$ cat config.mk
export PLATFORM = sky130hd
export DESIGN_NAME = sphere_neighborhood_address_gen
export DESIGN_NICKNAME = d
export VERILOG_FILES = /design/src/hw/rtl/sng_pkg.sv /design/src/hw/rtl/sng_apb_regs.sv /design/src/hw/rtl/sng_seq.sv /design/src/hw/rtl/sng_addr_pipe.sv /design/src/hw/rtl/sphere_neighborhood_address_gen.sv
export SDC_FILE = /design/constraint.sdc
export NUM_CORES = 1
export LEC_CHECK = 0
export BUFFER_PORTS_ARGS = -buffer_cell sky130_fd_sc_hd__buf_2
export CAP_MARGIN = 10
export CORE_ASPECT_RATIO = 1.1
export CORE_MARGIN = 2
export CORE_UTILIZATION = 57
export DETAILED_ROUTE_END_ITERATION = 6
export PLACE_DENSITY = 0.77
export SYNTH_ARGS = -nofsm -noshare
export SYNTH_HDL_FRONTEND = slang
export SYNTH_HIERARCHICAL = 1
export SYNTH_SLANG_ARGS = --single-unit
$ cat constraint.sdc
create_clock -name clk -period 6.4 [get_ports clk]
set_clock_uncertainty 0.1 [all_clocks]
set_input_delay 1.28 -clock clk [delete_from_list [all_inputs] [get_ports clk]]
set_output_delay 1.28 -clock clk [all_outputs]
set_load 0.1 [all_outputs]
$ cat src/hw/rtl/sng_pkg.sv
// Shared types, register codes and sphere offset tables for the sphere
// neighborhood address generator. No dependencies.
package sng_pkg;

    // Register indexes on the configuration port (byte address = 4 * index)
    localparam logic [2:0] REG_RADIUS     = 3'd0;
    localparam logic [2:0] REG_WIDTH_X    = 3'd1;
    localparam logic [2:0] REG_HEIGHT_Y   = 3'd2;
    localparam logic [2:0] REG_DEPTH_Z    = 3'd3;
    localparam logic [2:0] REG_PLANE_SIZE = 3'd4;

    // Radius codes
    localparam logic [1:0] RADIUS_0 = 2'd0;
    localparam logic [1:0] RADIUS_1 = 2'd1;

    // Points per sphere: 1, 7 and 33
    localparam int R1_POINTS = 7;
    localparam int R2_POINTS = 33;

    // Offsets packed as {dx, dy, dz}, 3-bit two's complement each (one octal digit),
    // listed x outer, y middle, z inner.
    localparam logic [8:0] R1_OFFSETS [R1_POINTS] = '{
        9'o700, 9'o070, 9'o007, 9'o000, 9'o001, 9'o010, 9'o100
    };

    localparam logic [8:0] R2_OFFSETS [R2_POINTS] = '{
        9'o600,
        9'o777, 9'o770, 9'o771, 9'o707, 9'o700, 9'o701, 9'o717, 9'o710, 9'o711,
        9'o060, 9'o077, 9'o070, 9'o071, 9'o006, 9'o007, 9'o000, 9'o001, 9'o002,
        9'o017, 9'o010, 9'o011, 9'o020,
        9'o177, 9'o170, 9'o171, 9'o107, 9'o100, 9'o101, 9'o117, 9'o110, 9'o111,
        9'o200
    };

    // Configuration registers as seen by the datapath
    typedef struct packed {
        logic [1:0]  radius;
        logic [10:0] width_x;
        logic [10:0] height_y;
        logic [10:0] depth_z;
        logic [20:0] plane_size;
    } cfg_t;

    // One sphere point issued by the sequencer
    typedef struct packed {
        logic [9:0] cx;
        logic [9:0] cy;
        logic [9:0] cz;
        logic [5:0] idx;
        logic [1:0] r;
        logic       last;
    } point_t;

    // Index of the final point for a given radius
    function automatic logic [5:0] last_index(input logic [1:0] r);
        logic [5:0] res;
        case (r)
            RADIUS_0: res = 6'd0;
            RADIUS_1: res = 6'(R1_POINTS - 1);
            default:  res = 6'(R2_POINTS - 1);
        endcase
        return res;
    endfunction

    // Offset of point k on the sphere of radius r
    function automatic logic [8:0] point_offset(input logic [1:0] r, input logic [5:0] k);
        logic [8:0] res;
        case (r)
            RADIUS_0: res = 9'o000;
            RADIUS_1: res = (k < 6'(R1_POINTS)) ? R1_OFFSETS[k[2:0]] : 9'o000;
            default:  res = (k < 6'(R2_POINTS)) ? R2_OFFSETS[k] : 9'o000;
        endcase
        return res;
    endfunction

endpackage

$ cat src/hw/rtl/sng_apb_regs.sv
// APB-style configuration registers for the sphere address generator.
// Depends on sng_pkg for register codes and the cfg_t struct.
module sng_apb_regs (
    input  logic              clk,
    input  logic              rst_n,
    input  logic              psel,
    input  logic              penable,
    input  logic              pwrite,
    input  logic [4:0]        paddr,
    input  logic [31:0]       pwdata,
    output logic [31:0]       prdata,
    output logic              pready,
    output sng_pkg::cfg_t     cfg
);

    logic [1:0]  radius_reg;
    logic [10:0] width_x_reg;
    logic [10:0] height_y_reg;
    logic [10:0] depth_z_reg;
    logic [20:0] plane_size_reg;
    logic        wr_en;
    logic [2:0]  reg_idx;

    assign pready  = 1'b1;
    assign wr_en   = psel && penable && pwrite;
    assign reg_idx = paddr[4:2];

    // Write on the access cycle; unknown indexes drop the transfer
    always_ff @(posedge clk or negedge rst_n)
    begin
        if (!rst_n)
        begin
            radius_reg     <= 2'd1;
            width_x_reg    <= 11'd256;
            height_y_reg   <= 11'd256;
            depth_z_reg    <= 11'd256;
            plane_size_reg <= 21'd65536;
        end
        else if (wr_en)
        begin
            case (reg_idx)
                sng_pkg::REG_RADIUS:     radius_reg     <= pwdata[1:0];
                sng_pkg::REG_WIDTH_X:    width_x_reg    <= pwdata[10:0];
                sng_pkg::REG_HEIGHT_Y:   height_y_reg   <= pwdata[10:0];
                sng_pkg::REG_DEPTH_Z:    depth_z_reg    <= pwdata[10:0];
                sng_pkg::REG_PLANE_SIZE: plane_size_reg <= pwdata[20:0];
                default: ;
            endcase
        end
    end

    // Read back
    always_comb
    begin
        case (reg_idx)
            sng_pkg::REG_RADIUS:     prdata = 32'(radius_reg);
            sng_pkg::REG_WIDTH_X:    prdata = 32'(width_x_reg);
            sng_pkg::REG_HEIGHT_Y:   prdata = 32'(height_y_reg);
            sng_pkg::REG_DEPTH_Z:    prdata = 32'(depth_z_reg);
            sng_pkg::REG_PLANE_SIZE: prdata = 32'(plane_size_reg);
            default:                 prdata = 32'd0;
        endcase
    end

    assign cfg.radius     = radius_reg;
    assign cfg.width_x    = width_x_reg;
    assign cfg.height_y   = height_y_reg;
    assign cfg.depth_z    = depth_z_reg;
    assign cfg.plane_size = plane_size_reg;

endmodule

$ cat src/hw/rtl/sng_seq.sv
// Point sequencer: latches one center and issues one sphere point per cycle while adv is high.
// Depends on sng_pkg for point_t, cfg_t and the point count table.
module sng_seq #(
    parameter int MAX_RADIUS = 2
) (
    input  logic              clk,
    input  logic              rst_n,
    input  logic              in_valid,
    output logic              in_stall,
    input  logic [9:0]        center_x,
    input  logic [9:0]        center_y,
    input  logic [9:0]        center_z,
    input  sng_pkg::cfg_t     cfg,
    input  logic              adv,
    output logic              pt_valid,
    output sng_pkg::point_t   pt
);

    localparam logic [1:0] MaxR = 2'(MAX_RADIUS);

    logic       busy_reg;
    logic       busy_next;
    logic [5:0] k_reg;
    logic [5:0] k_next;
    logic [1:0] r_reg;
    logic [9:0] cx_reg;
    logic [9:0] cy_reg;
    logic [9:0] cz_reg;
    logic       last;
    logic       accept;
    logic [1:0] r_eff;

    assign last     = (k_reg == sng_pkg::last_index(r_reg));
    // Take the next center in the same cycle the final point moves on
    assign in_stall = busy_reg && !(adv && last);
    assign accept   = in_valid && !in_stall;
    assign r_eff    = (cfg.radius > MaxR) ? MaxR : cfg.radius;

    // Advance the point counter
    always_comb
    begin
        busy_next = busy_reg;
        k_next    = k_reg;
        if (accept)
        begin
            busy_next = 1'b1;
            k_next    = 6'd0;
        end
        else if (adv && busy_reg)
        begin
            if (last)
            begin
                busy_next = 1'b0;
            end
            else
            begin
                k_next = k_reg + 6'd1;
            end
        end
    end

    always_ff @(posedge clk or negedge rst_n)
    begin
        if (!rst_n)
        begin
            busy_reg <= 1'b0;
            k_reg    <= 6'd0;
        end
        else
        begin
            busy_reg <= busy_next;
            k_reg    <= k_next;
        end
    end

    // Hold the center for the whole sphere
    always_ff @(posedge clk)
    begin
        if (accept)
        begin
            cx_reg <= center_x;
            cy_reg <= center_y;
            cz_reg <= center_z;
            r_reg  <= r_eff;
        end
    end

    assign pt_valid = busy_reg;
    assign pt.cx    = cx_reg;
    assign pt.cy    = cy_reg;
    assign pt.cz    = cz_reg;
    assign pt.idx   = k_reg;
    assign pt.r     = r_reg;
    assign pt.last  = last;

`ifndef SYNTH
    a_k_in_range: assert property (@(posedge clk) disable iff (!rst_n)
        busy_reg |-> (k_reg <= sng_pkg::last_index(r_reg)))
        else $error("point counter past end of sphere");

    a_done_goes_idle: assert property (@(posedge clk) disable iff (!rst_n)
        (busy_reg && adv && last && !accept) |=> !busy_reg)
        else $error("sequencer stays busy after final point");

    a_accept_restarts: assert property (@(posedge clk) disable iff (!rst_n)
        accept |=> (busy_reg && k_reg == 6'd0))
        else $error("new center does not start at first point");
`endif

endmodule

$ cat src/hw/rtl/sng_addr_pipe.sv
// Three-stage address pipeline: offset add, bounds check and multiply, final sum.
// Depends on sng_pkg for point_t, cfg_t and the offset tables.
module sng_addr_pipe (
    input  logic              clk,
    input  logic              rst_n,
    input  sng_pkg::cfg_t     cfg,
    input  logic              pt_valid,
    input  sng_pkg::point_t   pt,
    output logic              adv,
    output logic              out_valid,
    input  logic              out_stall,
    output logic [29:0]       voxel_address,
    output logic              out_of_volume,
    output logic [5:0]        point_index,
    output logic              is_last
);

    // Stage 1: neighbor coordinates
    logic              s1_valid_reg;
    logic signed [11:0] s1_x_reg;
    logic signed [11:0] s1_y_reg;
    logic signed [11:0] s1_z_reg;
    logic [5:0]        s1_idx_reg;
    logic              s1_last_reg;
    logic [8:0]        offs;
    logic signed [11:0] s1_x_next;
    logic signed [11:0] s1_y_next;
    logic signed [11:0] s1_z_next;

    // Stage 2: products and bounds flag
    logic              s2_valid_reg;
    logic [31:0]       s2_pz_reg;
    logic [21:0]       s2_py_reg;
    logic [10:0]       s2_x_reg;
    logic              s2_oov_reg;
    logic [5:0]        s2_idx_reg;
    logic              s2_last_reg;
    logic [31:0]       s2_pz_next;
    logic [21:0]       s2_py_next;
    logic              s2_oov_next;

    // Stage 3: output register
    logic              out_valid_reg;
    logic [29:0]       addr_reg;
    logic              oov_reg;
    logic [5:0]        idx_reg;
    logic              last_reg;
    logic [29:0]       addr_next;

    // Whole pipe moves unless the result waits on the receiver
    assign adv = !(out_valid_reg && out_stall);

    // Add the table offset to the center
    always_comb
    begin
        offs      = sng_pkg::point_offset(pt.r, pt.idx);
        s1_x_next = $signed({2'b00, pt.cx}) + $signed({{9{offs[8]}}, offs[8:6]});
        s1_y_next = $signed({2'b00, pt.cy}) + $signed({{9{offs[5]}}, offs[5:3]});
        s1_z_next = $signed({2'b00, pt.cz}) + $signed({{9{offs[2]}}, offs[2:0]});
    end

    // Check bounds and form the plane and row products
    always_comb
    begin
        s2_oov_next = s1_x_reg[11] || (s1_x_reg[10:0] >= cfg.width_x)
                   || s1_y_reg[11] || (s1_y_reg[10:0] >= cfg.height_y)
                   || s1_z_reg[11] || (s1_z_reg[10:0] >= cfg.depth_z);
        s2_pz_next  = 32'(cfg.plane_size) * 32'(s1_z_reg[10:0]);
        s2_py_next  = 22'(cfg.width_x) * 22'(s1_y_reg[10:0]);
    end

    // Sum and wrap to the address width; out-of-volume points give address zero
    assign addr_next = s2_oov_reg ? 30'd0
                     : 30'(s2_pz_reg) + 30'(s2_py_reg) + 30'(s2_x_reg);

    // Valid bits
    always_ff @(posedge clk or negedge rst_n)
    begin
        if (!rst_n)
        begin
            s1_valid_reg  <= 1'b0;
            s2_valid_reg  <= 1'b0;
            out_valid_reg <= 1'b0;
        end
        else if (adv)
        begin
            s1_valid_reg  <= pt_valid;
            s2_valid_reg  <= s1_valid_reg;
            out_valid_reg <= s2_valid_reg;
        end
    end

    // Payload
    always_ff @(posedge clk)
    begin
        if (adv)
        begin
            s1_x_reg    <= s1_x_next;
            s1_y_reg    <= s1_y_next;
            s1_z_reg    <= s1_z_next;
            s1_idx_reg  <= pt.idx;
            s1_last_reg <= pt.last;

            s2_pz_reg   <= s2_pz_next;
            s2_py_reg   <= s2_py_next;
            s2_x_reg    <= s1_x_reg[10:0];
            s2_oov_reg  <= s2_oov_next;
            s2_idx_reg  <= s1_idx_reg;
            s2_last_reg <= s1_last_reg;

            addr_reg    <= addr_next;
            oov_reg     <= s2_oov_reg;
            idx_reg     <= s2_idx_reg;
            last_reg    <= s2_last_reg;
        end
    end

    assign out_valid     = out_valid_reg;
    assign voxel_address = addr_reg;
    assign out_of_volume = oov_reg;
    assign point_index   = idx_reg;
    assign is_last       = last_reg;

`ifndef SYNTH
    a_oov_zero_addr: assert property (@(posedge clk) disable iff (!rst_n)
        (out_valid && out_of_volume) |-> (voxel_address == 30'd0))
        else $error("out-of-volume result carries nonzero address");

    a_s2_reaches_out: assert property (@(posedge clk) disable iff (!rst_n)
        (adv && s2_valid_reg) |=> out_valid_reg)
        else $error("stage 2 item lost on the way out");

    a_index_range: assert property (@(posedge clk) disable iff (!rst_n)
        out_valid |-> (point_index <= 6'(sng_pkg::R2_POINTS - 1)))
        else $error("point index beyond largest sphere");
`endif

endmodule

$ cat src/hw/rtl/sphere_neighborhood_address_gen.sv
// Top level of the sphere neighborhood address generator.
// Depends on sng_pkg, sng_apb_regs, sng_seq and sng_addr_pipe.
//
// Usage:
// - Input channel (in_valid / in_stall, center_x/y/z) takes one center voxel per
//   transfer. Output channel (out_valid / out_stall) gives one result per sphere
//   point: voxel_address, out_of_volume, point_index and is_last on the final one.
// - A center yields 1, 7 or 33 points for radius 0, 1 or 2 (radius is clamped to
//   MAX_RADIUS). The sequencer issues one point per cycle while out_stall does not
//   hold the pipe; the next center is taken in the cycle the final point of the
//   previous one moves on, with no gap.
// - Each point passes the sequencer registers, then the offset add, bounds check and
//   multiply and final sum stages before its result is valid.
// - When out_stall is high with a valid result, the whole pipe and the sequencer
//   hold; nothing is dropped or repeated; in_stall rises if the sequencer is busy.
// - Reset clears all valid bits and loads radius 1, 256 x 256 x 256 volume,
//   plane size 65536. Write the APB registers (byte address 4 * index) only
//   while no center is in flight.
module sphere_neighborhood_address_gen #(
    parameter int MAX_RADIUS = 2
) (
    input  logic        clk,
    input  logic        rst_n,
    input  logic        psel,
    input  logic        penable,
    input  logic        pwrite,
    input  logic [4:0]  paddr,
    input  logic [31:0] pwdata,
    output logic [31:0] prdata,
    output logic        pready,
    input  logic        in_valid,
    output logic        in_stall,
    input  logic [9:0]  center_x,
    input  logic [9:0]  center_y,
    input  logic [9:0]  center_z,
    output logic        out_valid,
    input  logic        out_stall,
    output logic [29:0] voxel_address,
    output logic        out_of_volume,
    output logic [5:0]  point_index,
    output logic        is_last
);

    sng_pkg::cfg_t   cfg;
    sng_pkg::point_t pt;
    logic            pt_valid;
    logic            adv;

    // Configuration registers
    sng_apb_regs u_regs (
        .clk     (clk),
        .rst_n   (rst_n),
        .psel    (psel),
        .penable (penable),
        .pwrite  (pwrite),
        .paddr   (paddr),
        .pwdata  (pwdata),
        .prdata  (prdata),
        .pready  (pready),
        .cfg     (cfg)
    );

    // Point sequencer
    sng_seq #(
        .MAX_RADIUS (MAX_RADIUS)
    ) u_seq (
        .clk      (clk),
        .rst_n    (rst_n),
        .in_valid (in_valid),
        .in_stall (in_stall),
        .center_x (center_x),
        .center_y (center_y),
        .center_z (center_z),
        .cfg      (cfg),
        .adv      (adv),
        .pt_valid (pt_valid),
        .pt       (pt)
    );

    // Address pipeline
    sng_addr_pipe u_pipe (
        .clk           (clk),
        .rst_n         (rst_n),
        .cfg           (cfg),
        .pt_valid      (pt_valid),
        .pt            (pt),
        .adv           (adv),
        .out_valid     (out_valid),
        .out_stall     (out_stall),
        .voxel_address (voxel_address),
        .out_of_volume (out_of_volume),
        .point_index   (point_index),
        .is_last       (is_last)
    );

endmodule
==> summary.md <==
| Metric | Value |
|---|---|
| Final hold vios | `0` |
| Final wirelength | `54,800 um` |
| CP Launch Type | `flop` |
| Port Buf Inserts | `121` |
| Slowest-stage cell, CP | `edfxtp_1` |
| Async SR Flop Fraction | `26.4%` |
| Hold-fix buffers, CTS | `0` |
| Worst slew pin tran | `1200 ps` |
| CTS tree | `yes` |
| Main synth FF type | `edfxtp_1` |
| Hold crit path type | `reg -> reg` |
| Share of cells above drive strength 1 | `11.3%` |
| YS warnings | `6` |
| GRT Residual Overflow | `0` |
| Syn Inst Count | `2,340` |
| Die Footprint | `0.0441 mm^2` |
| Unrepaired setup endpoints after global routing | `no` |
| Chip width | `200 um` |
| Critical Setup Path Class | `reg -> reg` |
| Top cells by area, synth | `edfxtp_1, fa_1, ha_1` |
| Arrival @ worst endpoint | `6260 ps` |
| Total global-route track usage | `25.3%` |
| Post-Syn Area | `0.0242 mm^2` |
| DR vias/cell | `5.61` |
| Sequence of cells on the critical path | `nand2_1, fa_1, inv_1, fa_1, fa_1, fa_1, inv_1, fa_1, inv_1, ha_1, a21oi_1, a21oi_1, o211a_1, a2111o_1, a41o_1, a21o_1, a21oi_1, xnor2_1` |
| Placer congestion estimate | `0.923` |
| Max Slew Vio Count | `0` |
| Postcts setup bufs | `0` |
| Worst EP required | `6610 ps` |
| Skew-Pair Late Insertion Delay | `560 ps` |
| Starting Density | `57.4%` |
| Wirelength per Cell | `18.2 um` |
| Clk pin slew, worst setup/hold paths | `60 ps` |
| EDFF count, synth | `184` |
| Post-synth top area cell | `edfxtp_1` |
| Ports | `147` |
| Min Tclk post-route | `6060 ps` |
| CTS Buf Count | `27` |
| Hold_ws | `315 ps` |
| Area of the multi-input gates | `0.0152 mm^2` |
| Max incr delay on CP | `840 ps` |
| Vias in the first global route | `17,600` |
| CORE AREA | `0.0421 mm^2` |
| Status | `finished, final reports clean` |
| Max Fanout on Critical Path | `16` |
| Fill cells | `3,378` |
| CTS sink count | `250` |
| Most common cell on crit path | `fa_1` |
| Post-synth cell types | `80` |
| Seq/Total Area, Yosys | `29.7%` |
| Avg Cell Area, Syn | `10.3 um^2` |
| Initial antenna violation count | `1` |
| Yosys reg bits | `250` |
| Fmax | `165 MHz` |
| Post-cts sizing count | `0` |
| Max Cap Violations | `0` |
| Crit path capture type | `flop` |
| Final setup viols | `0` |
| Nets | `2,993` |
| Cell Rows | `79` |
| Setup TNS | `0 ps` |
| Reg area | `0.00718 mm^2` |
| HPWL after detailed placement | `42,000 um` |
| Worst rel slew slack | `19.8%` |
| Crit share post-route | `94.6%` |
| # DRC | `0` |
| Antenna-violating nets left | `0` |
| CTS root buf | `clkbuf_16` |
| DRT Pass-1 Iters | `7` |
| DR vias | `16,900` |
| CP bufs+invs | `3` |
| CTS H-tree lvls | `1` |
| Clock Path Buffers | `3` |
| Synth top area share | `22.9%` |
| Die Height | `220 um` |
| Maximum number of pins on one net before global-route repair | `105` |
| Layout area overhead | `8.47%` |
| Detailed Route Iter0 Violations | `1,081` |
| CP delay by family, top | `adder cells` |
| First-pass GRT wire length | `89,200 um` |
[cell families (layout without fill, tap and decap cells)]
group	after synthesis	after routing	synth area share, %
AOI/OAI and AO/OA	303	303	8.46
other	2	13	0.0311
buffers and inverters	461	556	7.53
DFF	250	250	29.7
xor gates and xnor gates	89	89	3.23
muxes	72	72	3.32
adders and majority gates	494	494	33.8
and+or+nand+nor	669	669	13.9
[synth_stat cells, types with 4 or more instances]
cell type,instances
a21o_1,35
mux2_2,57
nand2b_1,20
a21oi_1,79
a21boi_0,4
nor2_1,103
nor3b_1,4
ha_1,230
dfstp_2,5
and3_1,11
buf_4,18
a221o_1,10
nor3_1,28
o211ai_1,11
a211oi_1,12
nand3_1,22
nand2_1,230
fa_1,264
buf_2,6
and2_1,180
nand4_1,15
a31oi_1,13
or4_1,4
o21a_1,15
o31ai_1,4
xor2_1,19
dfrtp_1,61
inv_1,359
edfxtp_1,184
a211o_1,4
xnor2_1,70
mux2i_1,13
nor2b_1,22
clkbuf_1,76
o21ai_0,64
o21bai_1,13
or3_1,11
[layer usage]
layer	global-route usage (%)	vias to the layer above	part of all wire (%)
met4	9.33	0	3.5
li1	-	7836	-
met5	0	-	0
met3	4.39	110	7.3
met2	44.0	623	48
met1	31.8	8342	41
[placed cells by master (no fill, tap or decap), types with 35 or more instances in the layout]
cell and instances:
a21o_1 35, a21oi_1 79, and2_1 180, buf_2 121, dfrtp_1 61, edfxtp_1 184
fa_1 264, ha_1 230, inv_1 359, mux2_2 57, nand2_1 229, nor2_1 102
o21ai_0 64, xnor2_1 70
[worst paths after layout]
path | startpoint | end | slack, ps | depth (start not counted)
min reg2reg | u_pipe/s1_idx_reg[1]$_DFFE_PN_ | u_pipe/s2_idx_reg[1]$_DFFE_PN_ | 310 | 0
max reg2reg | u_pipe/s1_z_reg[6]$_DFFE_PN_ | u_pipe/s2_pz_reg[26]$_DFFE_PN_ | 340 | 18
max in group asynchronous | rst_n | u_regs/plane_size_reg[19]$_DFFE_PN0P_ | 4820 | 2
min | u_pipe/s1_idx_reg[1]$_DFFE_PN_ | u_pipe/s2_idx_reg[1]$_DFFE_PN_ | 310 | 0
min in group asynchronous | rst_n | u_regs/radius_reg[1]$_DFFE_PN0P_ | 810 | 2
max | u_pipe/s1_z_reg[6]$_DFFE_PN_ | u_pipe/s2_pz_reg[26]$_DFFE_PN_ | 340 | 18
[through the flow]
stage | setup WS, ps | utilization (%) | cell area, um^2 | instances
global placement | 508 | 60.0 | 25300 | 2963
CTS | 395 | 62.2 | 26200 | 3012
finish | 344 | 62.2 | 26200 | 3013
global route | 46.0 | 62.2 | 26200 | 3012
detailed placement | 396 | 60.0 | 25300 | 2963
floorplan | 810 | - | 24200 | 2350
[worst register-to-register path, cell delays in order, from the launching register on]
cell and delay [ps]:
edfxtp_1 840, nand2_1 170, fa_1 540, inv_1 60, fa_1 590, fa_1 450, fa_1 490, inv_1 50
fa_1 470, inv_1 60, ha_1 340, a21oi_1 260, a21oi_1 110, o211a_1 210, a2111o_1 340, a41o_1 260
a21o_1 200, a21oi_1 170, xnor2_1 90
[layout make-up]
cell class | instances | share of cell area [%]
Multi-Input combinational cell | 1639 | 58.1
Timing Repair Buffer | 148 | 3.08
Tap cell | 567 | 2.71
Antenna cell | 1 | 0.00955
Clock inverter | 16 | 0.888
Clock buffer | 33 | 2.66
Sequential cell | 250 | 27.4
Inverter | 359 | 5.14
Power is not shown: default switching activity piles up to over one toggle a cycle in this logic, so the estimate is an artifact.
